## src/rtl/wcc_pkg.sv

```systemverilog
// Shared constants and types of the window co-occurrence counter.
package wcc_pkg;

  // Default sizes of the block
  localparam int WINDOW_DEF     = 30;
  localparam int BUCKETS_DEF    = 512;
  localparam int COUNT_BITS_DEF = 32;

  // Fixed port field widths
  localparam int KIND_W      = 2;
  localparam int CHAR_W      = 16;
  localparam int IDX_W       = 9;
  localparam int OUT_COUNT_W = 32;

  // Input item kinds
  typedef enum logic [KIND_W-1:0] {
    KIND_CHAR  = 2'd0,
    KIND_START = 2'd1,
    KIND_READ  = 2'd2
  } kind_t;

  // Status of the pair table toward the sequencer
  typedef struct packed {
    logic clearing;  // reset sweep still running
    logic busy;      // read-modify-write in flight
  } tbl_stat_t;

endpackage

```

## src/rtl/wcc_bucket_mod.sv

```systemverilog
// Three-stage reduction of a character code modulo the bucket count.
module wcc_bucket_mod import wcc_pkg::*; #(
  parameter int BUCKETS = BUCKETS_DEF,
  localparam int BW = $clog2(BUCKETS)
) (
  input  logic              clk,
  input  logic              rst_n,
  input  logic              in_vld,
  input  logic [CHAR_W-1:0] in_val,
  output logic              out_vld,
  output logic [BW-1:0]     out_bucket
);

  // floor(2^W / B): the quotient estimate is low by at most one
  localparam logic [CHAR_W-1:0] RECIP   = CHAR_W'((2 ** CHAR_W) / BUCKETS);
  localparam logic [CHAR_W-1:0] DIVISOR = CHAR_W'(BUCKETS);

  logic [2:0]          vld_r;
  logic [CHAR_W-1:0]   x1_r, x2_r;
  logic [2*CHAR_W-1:0] prod_nxt, prod_r;
  logic [2*CHAR_W-1:0] qb_full;
  logic [CHAR_W-1:0]   qb_r;
  logic [CHAR_W-1:0]   rem, rem_fix;
  logic [BW-1:0]       bucket_r;

  // stage 1: code times reciprocal
  assign prod_nxt = {{CHAR_W{1'b0}}, in_val} * {{CHAR_W{1'b0}}, RECIP};

  // stage 2: quotient estimate back times divisor
  assign qb_full = {{CHAR_W{1'b0}}, prod_r[2*CHAR_W-1:CHAR_W]} * {{CHAR_W{1'b0}}, DIVISOR};

  // stage 3: remainder with one correction step
  assign rem     = x2_r - qb_r;
  assign rem_fix = (rem >= DIVISOR) ? rem - DIVISOR : rem;

  always_ff @(posedge clk) begin
    if (!rst_n) begin
      vld_r <= '0;
    end else begin
      vld_r <= {vld_r[1:0], in_vld};
    end
  end

  always_ff @(posedge clk) begin
    x1_r     <= in_val;
    prod_r   <= prod_nxt;
    x2_r     <= x1_r;
    qb_r     <= qb_full[CHAR_W-1:0];
    bucket_r <= rem_fix[BW-1:0];
  end

  assign out_vld    = vld_r[2];
  assign out_bucket = bucket_r;

endmodule

```

## config.mk

```make
export PLATFORM = sky130hd
export DESIGN_NAME = wcc_bucket_mod
export DESIGN_NICKNAME = d
export VERILOG_FILES = /design/src/rtl/wcc_pkg.sv /design/src/rtl/wcc_bucket_mod.sv
export SDC_FILE = /design/constraint.sdc
export NUM_CORES = 1
export LEC_CHECK = 0
export BUFFER_PORTS_ARGS = -buffer_cell sky130_fd_sc_hd__buf_2
export CORE_MARGIN = 2
export CORE_UTILIZATION = 44
export CTS_BUF_LIST = sky130_fd_sc_hd__clkbuf_8 sky130_fd_sc_hd__clkbuf_16
export CTS_CLUSTER_DIAMETER = 80
export CTS_CLUSTER_SIZE = 16
export DETAILED_ROUTE_END_ITERATION = 16
export GPL_ROUTABILITY_DRIVEN = 0
export MAX_ROUTING_LAYER = met4
export PLACE_DENSITY_LB_ADDON = 0.12
export SETUP_SLACK_MARGIN = 0.4
export SLEW_MARGIN = 25
export SYNTH_ARGS = -nofsm -noshare
export SYNTH_HDL_FRONTEND = slang
export SYNTH_SLANG_ARGS = --single-unit
```

## constraint.sdc

```tcl
create_clock -name clk -period 1.8 [get_ports clk]
set_clock_uncertainty 0.05 [all_clocks]
set_input_delay 0.36 -clock clk [delete_from_list [all_inputs] [get_ports clk]]
set_output_delay 0.36 -clock clk [all_outputs]
set_load 0.005 [all_outputs]
```

==> results of run 1 <==
-- placed cells by master, fill, tap and decap left out --
cell type  instances
buf_2             21
clkbuf_8           6
and2_1             3
inv_1              1
clkinv_2           1
dfxtp_1           30
-- state kept, by name (all words and copies together) (netlist names) --
register / flops
out_bucket: 9
x1_r: 9
x2_r: 9
vld_r: 3
-- layout make-up --
cell class	count	area (um^2)	share of cell area, %
flip-flops and latches	30	601	72.0
repair buffers	21	105	12.6
clock buffers	6	82.6	9.90
multi-input cells	3	18.8	2.25
well taps	15	18.8	2.25
clock inverters	2	8.76	1.05
-- worst max path at each step --
stage                              from             to  slack (ps)  cells after the start
after floorplan           out_bucket[0]  out_bucket[0]        1090                      0
after global placement    out_bucket[5]  out_bucket[5]        1000                      1
after CTS                 out_bucket[6]  out_bucket[6]         690                      1
final                     out_bucket[6]  out_bucket[6]         710                      1
after global routing      out_bucket[3]  out_bucket[3]         680                      1
after detailed placement  out_bucket[6]  out_bucket[6]         980                      1
-- routing by layer --
| metal | vias up | part of all wire [%] | GRT usage (%) |
|---|---|---|---|
| met4 | 0 | 0 | 3.87 |
| li1 | 154 | - | - |
| met5 | - | 0 | - |
| met3 | 0 | 9.4 | 6.96 |
| met2 | 16 | 59 | 18.8 |
| met1 | 144 | 31 | 7.45 |
-- power by group --
part           switching, mW  total [mW]  internal, mW
clock network          0.207       0.508         0.301
logic                0.00878      0.0253        0.0165
registers            0.00720       0.706         0.699
total                  0.223        1.24          1.02
-- kinds of logic after synthesis --
kind of cell,after synthesis,synth area share [%]
and+or+nand+nor,3,3.03
DFF,30,97.0
==> metrics, run 1 <==
outcome completed; fin area 835 um^2; via/cell ratio 4.08; Max Cap Viol 0; vias in the first global route 313; core area 0.00130 mm^2; final net count 80; Synth Area per Inst 18.8 um^2; Non-Filler Instances 77; register area share after synthesis 97.0%; worst path bufs/invs 1; Num CTS Buffers 5; GRT Resource Usage Total 10.2%; post-CTS sizing 0; Clock Sinks 30; # port buffers 21; final worst slack 706 ps; Post CTS Setup Buffer Count 0; synth cell count leaders dfxtp_1 (30), and2_1 (3); critical path cell sequence buf_2; initial antenna violation count 0; worst slew pin tran 55.3 ps; Peak Freq 0.914 GHz; Top FF cell, synth dfxtp_1; min-delay worst type in -> reg; worst r2r src vld_r[1]; slowest CP cell dfxtp_1; total power 1.24 mW; CP Data Arrival Time 680 ps; WL final 755 um; via count 314; first-pass GRT wire length 1.21 mm; Initial Utilization 47.6%; top post-synthesis cells by area dfxtp_1 (97%), and2_1 (3.0%); RSZ-0062 raised after global routing false; min cycle time layout 1090 ps; Crit Path Category reg -> out; largest net degree at the start of global routing 10; Post-DP HPWL 564 um; Initial DRC Count 3; drt pass-1 iters 3; Post-Synthesis Cells 33; final core occ 64.1%; Distinct cells, synth 2; Post-Syn Area 619 um^2; Crit. End Element primary output; CP Max Fanout 1; Max VDD drop 0.00103 V; Final Cycle Share 60.8%; #FFs+latches synth 30; r2r endpoint vld_r[2]; DRC 0; die area 0.00172 mm^2; dominant cell by count in the synthesized netlist dfxtp_1; post-place setup slack 977 ps; R2R cell count 1; final max-slew violation count 0; die width 41.5 um; slew margin rel. 96.3%; ant diodes 0; Final Setup Violations 0; Fill cells 101; CTS tree built; crit-path leading delay family flip-flops; area share of the largest cell type after synthesis 97.0%; Startpoint Class flip-flop; final hold viol count 0; Hold Path Sink x1_r[2]; Hold Buf Count CTS 0; total grt overflow 0; Clock transition at path regs 60 ps; H-tree levels 2; placed cells 69; Area Growth Syn to Fin 34.7%; setup TNS 0 ps; Hold WS 148 ps; leakage 0.397 nW; Die Ht 41.5 um; Final ANT Viol Nets 0; leading area contributor after synthesis dfxtp_1; Max stage delay on crit path 310 ps; power per cell area 1490 mW/mm^2; flop2flop setup slack 1220 ps; Warnings, synthesis 0; deepest clock path buffer count 2; Required @ worst endpoint 1390 ps; WL/cell 9.81 um; Clk Latency, worst-skew pair 260 ps; FFs w/ async S/R, synth 0%; Hold Path Cell Cnt 1; Syn Nets 52; site row count 13; placed inst area 743 um^2; Post-synth EDFFs 0; Hold Crit Start in_val[2]; Ports 29; CTS Root Cell clkbuf_8; fraction of layout cells with a size suffix above 1 45.2%
(Power assumes the default switching activity.)
==> run 2, diff against run 1 <==
--- a/config.mk
+++ b/config.mk
@@ -5,9 +5,10 @@
 export SDC_FILE = /design/constraint.sdc
 export NUM_CORES = 1
 export LEC_CHECK = 0
+export ABC_AREA = 1
 export BUFFER_PORTS_ARGS = -buffer_cell sky130_fd_sc_hd__buf_2
 export CORE_MARGIN = 2
-export CORE_UTILIZATION = 44
+export CORE_UTILIZATION = 37
 export CTS_BUF_LIST = sky130_fd_sc_hd__clkbuf_8 sky130_fd_sc_hd__clkbuf_16
 export CTS_CLUSTER_DIAMETER = 80
 export CTS_CLUSTER_SIZE = 16
==> constraint.sdc (replaced) <==
create_clock -name clk -period 1 [get_ports clk]
set_clock_uncertainty 0.05 [all_clocks]
set_input_delay 0.2 -clock clk [delete_from_list [all_inputs] [get_ports clk]]
set_output_delay 0.2 -clock clk [all_outputs]
set_load 0.005 [all_outputs]
==> run 2 against run 1 <==
The run now ends with negative hold slack left. Clock-buffer cell count down 1. Sequential cell count stayed put. Die area increased by 18%. Sequential power grew 80%. Area after synthesis grew 0.61%. Worst setup slack got worse by 620 ps.
==> metrics, run 2 <==
DRC 0 (unchanged); most frequent cells in the layout dfxtp_1 (30), buf_2 (21), inv_1 (5), clkbuf_8 (5), nand2_1 (3) (was dfxtp_1 (30), buf_2 (21), clkbuf_8 (6)); GRT Resource Usage Total 7.43% (was 10.2%); slew margin rel. 96.2% (was 96.3%); leading area contributor after synthesis dfxtp_1 (unchanged); net switching fraction of the power 17.8% (was 18.0%); via/cell ratio 3.89 (was 4.08); via count 311 (was 314); Final Cycle Share 91.7%; final hold viol count 9 (was 0); Post-Synth Simple-Gate Area 1.81% (was 3.03%); Crit. End Element primary output (unchanged); # port buffers 21 (unchanged); post-synthesis mux area share 0% (unchanged); Area Growth Syn to Fin 32.3% (was 34.7%); crit-path leading delay family flip-flops (unchanged); vias in the first global route 251 (was 313); H-tree levels 2 (unchanged); fraction of layout cells with a size suffix above 1 40.6% (was 45.2%); Initial Utilization 40.4% (was 47.6%); RSZ-0062 raised after global routing true (was false); Max stage delay on crit path 290 ps (was 310 ps); Peak Freq 1.09 GHz; register share of total power 59.8% (was 57.0%); Post-Synthesis Cells 36 (was 33); Startpoint Class flip-flop (unchanged); site row count 14 (was 13); failing checks negative hold slack; Final Setup Violations 0 (unchanged); Synth Area per Inst 17.3 um^2 (was 18.8 um^2); Hold WS -13.2 ps (was 148 ps); commonest non-fill, non-tap cell in the layout dfxtp_1 (unchanged); Fill cells 144 (was 101); initial antenna violation count 0 (unchanged); Max VDD drop 0.00134 V (was 0.00103 V); drt pass-1 iters 2 (was 3); top post-synthesis cells by area dfxtp_1 (96%), inv_1 (1.8%), nand2_1 (1.8%) (was dfxtp_1 (97%), and2_1 (3.0%)); first-pass GRT wire length 869 um (was 1.21 mm); CP Max Fanout 1 (unchanged); Comb power frac 2.1% (was 2.0%); Post-DP HPWL 436 um (was 564 um); Final ANT Viol Nets 0 (unchanged); min-delay worst type in -> reg (unchanged); Net Switching 0.379 mW (was 0.223 mW); internal power 1.74 mW (was 1.02 mW); Crit Path Category reg -> out (unchanged); slowest CP cell dfxtp_1 (unchanged); Clock Sinks 30 (unchanged); CTS tree built (unchanged); critical path cell sequence buf_2 (unchanged); setup TNS 0 ps (unchanged); Multi-input gate area 11.3 um^2 (was 18.8 um^2); Die Ht 45.0 um (was 41.5 um); WL/cell 7.69 um (was 9.81 um); Clk Latency, worst-skew pair 260 ps (about the same); clock power share 38.0% (was 41.0%); final net count 83 (was 80); CTS Root Cell clkbuf_8 (unchanged); Top FF cell, synth dfxtp_1 (unchanged); ant diodes 0 (unchanged); Post CTS Setup Buffer Count 0 (unchanged); Ports 29 (unchanged); outcome complete, but fails checks (was completed); Distinct cells, synth 3 (was 2); Compound-Gate Fraction of Synth Area 0% (unchanged); FFs w/ async S/R, synth 0% (unchanged); synth cell count leaders dfxtp_1 (30), inv_1 (3), nand2_1 (3) (was dfxtp_1 (30), and2_1 (3)); core area 0.00154 mm^2 (was 0.00130 mm^2); die area 0.00203 mm^2 (was 0.00172 mm^2); Required @ worst endpoint 750 ps (was 1390 ps); Post-Syn Area 623 um^2 (was 619 um^2); CP Data Arrival Time 670 ps (was 680 ps); register area share after synthesis 96.4% (was 97.0%); min cycle time layout 917 ps; Clock transition at path regs 50 ps (was 60 ps); largest family of logic cells by synthesized area buffers and inverters (was simple AND/OR/NAND/NOR gates); largest net degree at the start of global routing 9 (was 10); die width 45.0 um (was 41.5 um); Max Cap Viol 0 (unchanged); leakage 0.414 nW (was 0.397 nW); placed inst area 748 um^2 (was 743 um^2); Initial DRC Count 3 (unchanged); area share of the largest cell type after synthesis 96.4% (was 97.0%); deepest clock path buffer count 2 (unchanged); total area of sequential cells 601 um^2 (unchanged); #FFs+latches synth 30 (unchanged); power per cell area 2570 mW/mm^2 (was 1490 mW/mm^2); Adder-Cell Fraction of Synth Area 0% (unchanged); total grt overflow 0 (unchanged); worst path bufs/invs 1 (unchanged); fin area 825 um^2 (was 835 um^2); worst slew pin tran 56.5 ps (was 55.3 ps); Syn Nets 55 (was 52); WL final 615 um (was 755 um); Post-synth EDFFs 0 (unchanged); final max-slew violation count 0 (unchanged); Post-Synth XOR/XNOR Area 0% (unchanged); Num CTS Buffers 5 (unchanged); Warnings, synthesis 0 (unchanged); dominant cell by count in the synthesized netlist dfxtp_1 (unchanged)
## run 2: cell count changes after synthesis, sizes merged
cell and delta:
nand2 +3, inv +3, and2 -3
## run 2: through the flow
stage | utilization [%] | setup slack, ps | std cells | total power, mW | hold slack [ps]
after floorplan | - | 452 | 36 | 1.30 | 178
after global placement | 48.5 | 356 | 73 | 1.34 | 252
after detailed placement | 48.5 | 356 | 73 | 1.34 | 254
after CTS | 53.5 | 64.4 | 80 | 2.17 | -26.6
after global routing | 53.5 | 47.4 | 80 | 2.21 | -28.3
final | 53.5 | 82.8 | 80 | 2.12 | -13.2
## run 2: repair_timing
action / 4_1_cts / 5_1_grt
hold endpoints to repair: 9 / 9
setup endpoints to repair: 10 / 10
gates resized for setup: 0 / 0
## run 2: power by group through the flow
stage               clock, mW  combinational (mW)  sequential, mW
global route            0.886              0.0517            1.28
CTS                     0.850              0.0465            1.27
detailed placement          0              0.0464            1.30
floorplan                   0             0.00312            1.30
finish                  0.807              0.0449            1.27
global placement            0              0.0459            1.29
## run 2: metal layers
layer  track usage, %  wire [um]  up-vias
li1                 -          -      159
met1             5.17        218      135
met2             10.3        318       15
met3             8.40         74        2
met4             5.29          4        0
met5                -          0        -
## run 2: final cells by class
type	count	area share, %
Sequential cell	30	72.8
Timing Repair Buffer	21	12.7
Clock buffer	5	8.35
Tap cell	16	2.43
Multi-Input combinational cell	3	1.37
Inverter	3	1.37
Clock inverter	2	0.910
## run 2: kinds of logic (layout without fill, tap and decap cells)
| group | after synthesis | in the layout |
|---|---|---|
| flops | 30 | 30 |
| buf+inv | 3 | 31 |
| simple gates | 3 | 3 |
## run 2: final timing paths
path / start / to / slack (ps) / cells after the start
min reg2reg: x2_r[8] / out_bucket[8] / 270 / 0
min: in_val[6] / x1_r[6] / -10 / 1
max reg2reg: vld_r[1] / vld_r[2] / 470 / 2
max: out_bucket[3] / out_bucket[3] / 80 / 1
==> run 3, diff against run 2 <==
--- a/config.mk
+++ b/config.mk
@@ -7,7 +7,6 @@
 export LEC_CHECK = 0
 export ABC_AREA = 1
 export BUFFER_PORTS_ARGS = -buffer_cell sky130_fd_sc_hd__buf_2
-export CORE_MARGIN = 2
 export CORE_UTILIZATION = 37
 export CTS_BUF_LIST = sky130_fd_sc_hd__clkbuf_8 sky130_fd_sc_hd__clkbuf_16
 export CTS_CLUSTER_DIAMETER = 80
@@ -16,6 +15,7 @@
 export GPL_ROUTABILITY_DRIVEN = 0
 export MAX_ROUTING_LAYER = met4
 export PLACE_DENSITY_LB_ADDON = 0.12
+export REMOVE_ABC_BUFFERS = 1
 export SETUP_SLACK_MARGIN = 0.4
 export SLEW_MARGIN = 25
 export SYNTH_ARGS = -nofsm -noshare
==> run 3 against run 2 <==
Clock power barely moved. Cell count did not move. Routed wire length fell by 1.6%. Worst setup slack got worse by 16 ps. Global-route usage rose by 0.71 points. The run still ends with negative hold slack left. Critical endpoint is now out_bucket[5].
==> metrics, run 3 (synthesis gave the netlist of run 2 again) <==
RSZ-0062 raised after global routing true (unchanged); Max stage delay on crit path 310 ps (was 290 ps); flop2flop setup slack 480 ps (was 470 ps); H-tree levels 2 (unchanged); slowest CP cell dfxtp_2 (was dfxtp_1); Hold Path Cell Cnt 1 (unchanged); critical path startpoint out_bucket[5] (was out_bucket[3]); worst r2r src vld_r[1] (unchanged); Max Cap Viol 0 (unchanged); die width 43.0 um (was 45.0 um); total grt overflow 0 (unchanged); Max VDD drop 0.00159 V (was 0.00134 V); slew margin rel. 96.3% (was 96.2%); core area 0.00154 mm^2 (unchanged); initial antenna violation count 0 (unchanged); Final Cycle Share 93.3% (was 91.7%); outcome complete, but fails checks (unchanged); Die Ht 43.0 um (was 45.0 um); power per cell area 2570 mW/mm^2 (about the same); setup TNS 0 ps (unchanged); Num CTS Buffers 5 (unchanged); Ports 29 (unchanged); min cycle time layout 933 ps (was 917 ps); Crit. End Element primary output (unchanged); Clock transition at path regs 50 ps (about the same); ant diodes 0 (unchanged); Crit Path Category reg -> out (unchanged); largest net degree at the start of global routing 9 (unchanged); CP Data Arrival Time 680 ps (was 670 ps); final core occ 53.6% (was 53.5%); WL final 605 um (was 615 um); final net count 83 (unchanged); Required @ worst endpoint 750 ps (about the same); deepest clock path buffer count 2 (unchanged); min-delay worst type in -> reg (unchanged); Peak Freq 1.07 GHz (was 1.09 GHz); fraction of layout cells with a size suffix above 1 42.2% (was 40.6%); Final ANT Viol Nets 0 (unchanged); Startpoint Class flip-flop (unchanged); final max-slew violation count 0 (unchanged); most frequent cells in the layout dfxtp_1 (29), buf_2 (21), inv_1 (5), clkbuf_8 (5), nand2_1 (3) (was dfxtp_1 (30), buf_2 (21), inv_1 (5), clkbuf_8 (5), nand2_1 (3)); GRT Resource Usage Total 8.14% (was 7.43%); Multi-input gate area 11.3 um^2 (unchanged); Post CTS Setup Buffer Count 0 (unchanged); worst slew pin tran 55.9 ps (was 56.5 ps); Area Growth Syn to Fin 32.5% (was 32.3%); Initial DRC Count 3 (unchanged); failing checks negative hold slack (unchanged); Hold WS -12.5 ps (was -13.2 ps); via/cell ratio 3.80 (was 3.89); CTS tree built (unchanged); crit-path leading delay family flip-flops (unchanged); leakage 0.414 nW (about the same); total area of sequential cells 602 um^2 (was 601 um^2); site row count 14 (unchanged); drt pass-1 iters 4 (was 2); Crit path depth 1 (unchanged); Hold Path Sink x1_r[5] (was x1_r[6]); WL/cell 7.56 um (was 7.69 um); Fill cells 148 (was 144); critical path cell sequence buf_2 (unchanged); R2R cell count 2 (unchanged); # port buffers 21 (unchanged); r2r endpoint vld_r[2] (unchanged); final hold viol count 9 (unchanged); first-pass GRT wire length 869 um (unchanged); DRC 0 (unchanged); Final Setup Violations 0 (unchanged); die area 0.00185 mm^2 (was 0.00203 mm^2); worst path bufs/invs 1 (unchanged); CTS Root Cell clkbuf_8 (unchanged); Clock Sinks 30 (unchanged); Hold Crit Start in_val[5] (was in_val[6]); Initial Utilization 40.4% (unchanged); CP Max Fanout 1 (unchanged); commonest non-fill, non-tap cell in the layout dfxtp_1 (unchanged); Clk Latency, worst-skew pair 260 ps (about the same); via count 304 (was 311); vias in the first global route 232 (was 251)
==> run 3: worst max-delay path by stage <==
stage                                to  slack, ps
after floorplan           out_bucket[0]        450
after global placement    out_bucket[7]        360
after detailed placement  out_bucket[5]        350
after CTS                 out_bucket[5]         60
after global routing      out_bucket[5]         40
final                     out_bucket[5]         70
==> run 3: timing repair <==
| action | in CTS | in global routing |
|---|---|---|
| endpoints found under the setup margin | 10 | 10 |
| resized for setup | 0 | 1 |
| hold endpoints to repair | 9 | 9 |
==> run 3: per-layer routing <==
metal | global-route usage (%) | wire length, um | up-vias | share of wire (%)
met5 | - | 0 | - | 0
met4 | 7.27 | 14 | 0 | 2.3
met3 | 9.36 | 59 | 3 | 9.8
met2 | 10.3 | 285 | 17 | 47
met1 | 5.79 | 246 | 123 | 41
li1 | - | - | 161 | -
==> run 3: layout make-up <==
class                      instances  share of cell area [%]
tap                               16                    2.42
timing repair buffer              21                    12.7
clock buffer                       5                    8.33
multi-input combinational          3                    1.36
clock inverter                     2                   0.909
inverter                           3                    1.36
sequential                        30                    72.9
==> run 3: through the flow <==
step           cells  worst slack (ps)  area, um^2  power, mW
2_1_floorplan     36               452         623       1.30
3_3_place_gp      73               357         748       1.34
3_5_place_dp      73               349         748       1.34
4_1_cts           80              59.8         825       2.16
5_1_grt           80              36.6         826       2.22
6_report          80              66.7         826       2.12
==> run 3: report_power, final <==
part	leakage (nW)	internal [mW]	switching, mW
combinational	0.115	0.0290	0.0166
sequential	0.253	1.26	0.0112
clock	0.0466	0.455	0.352
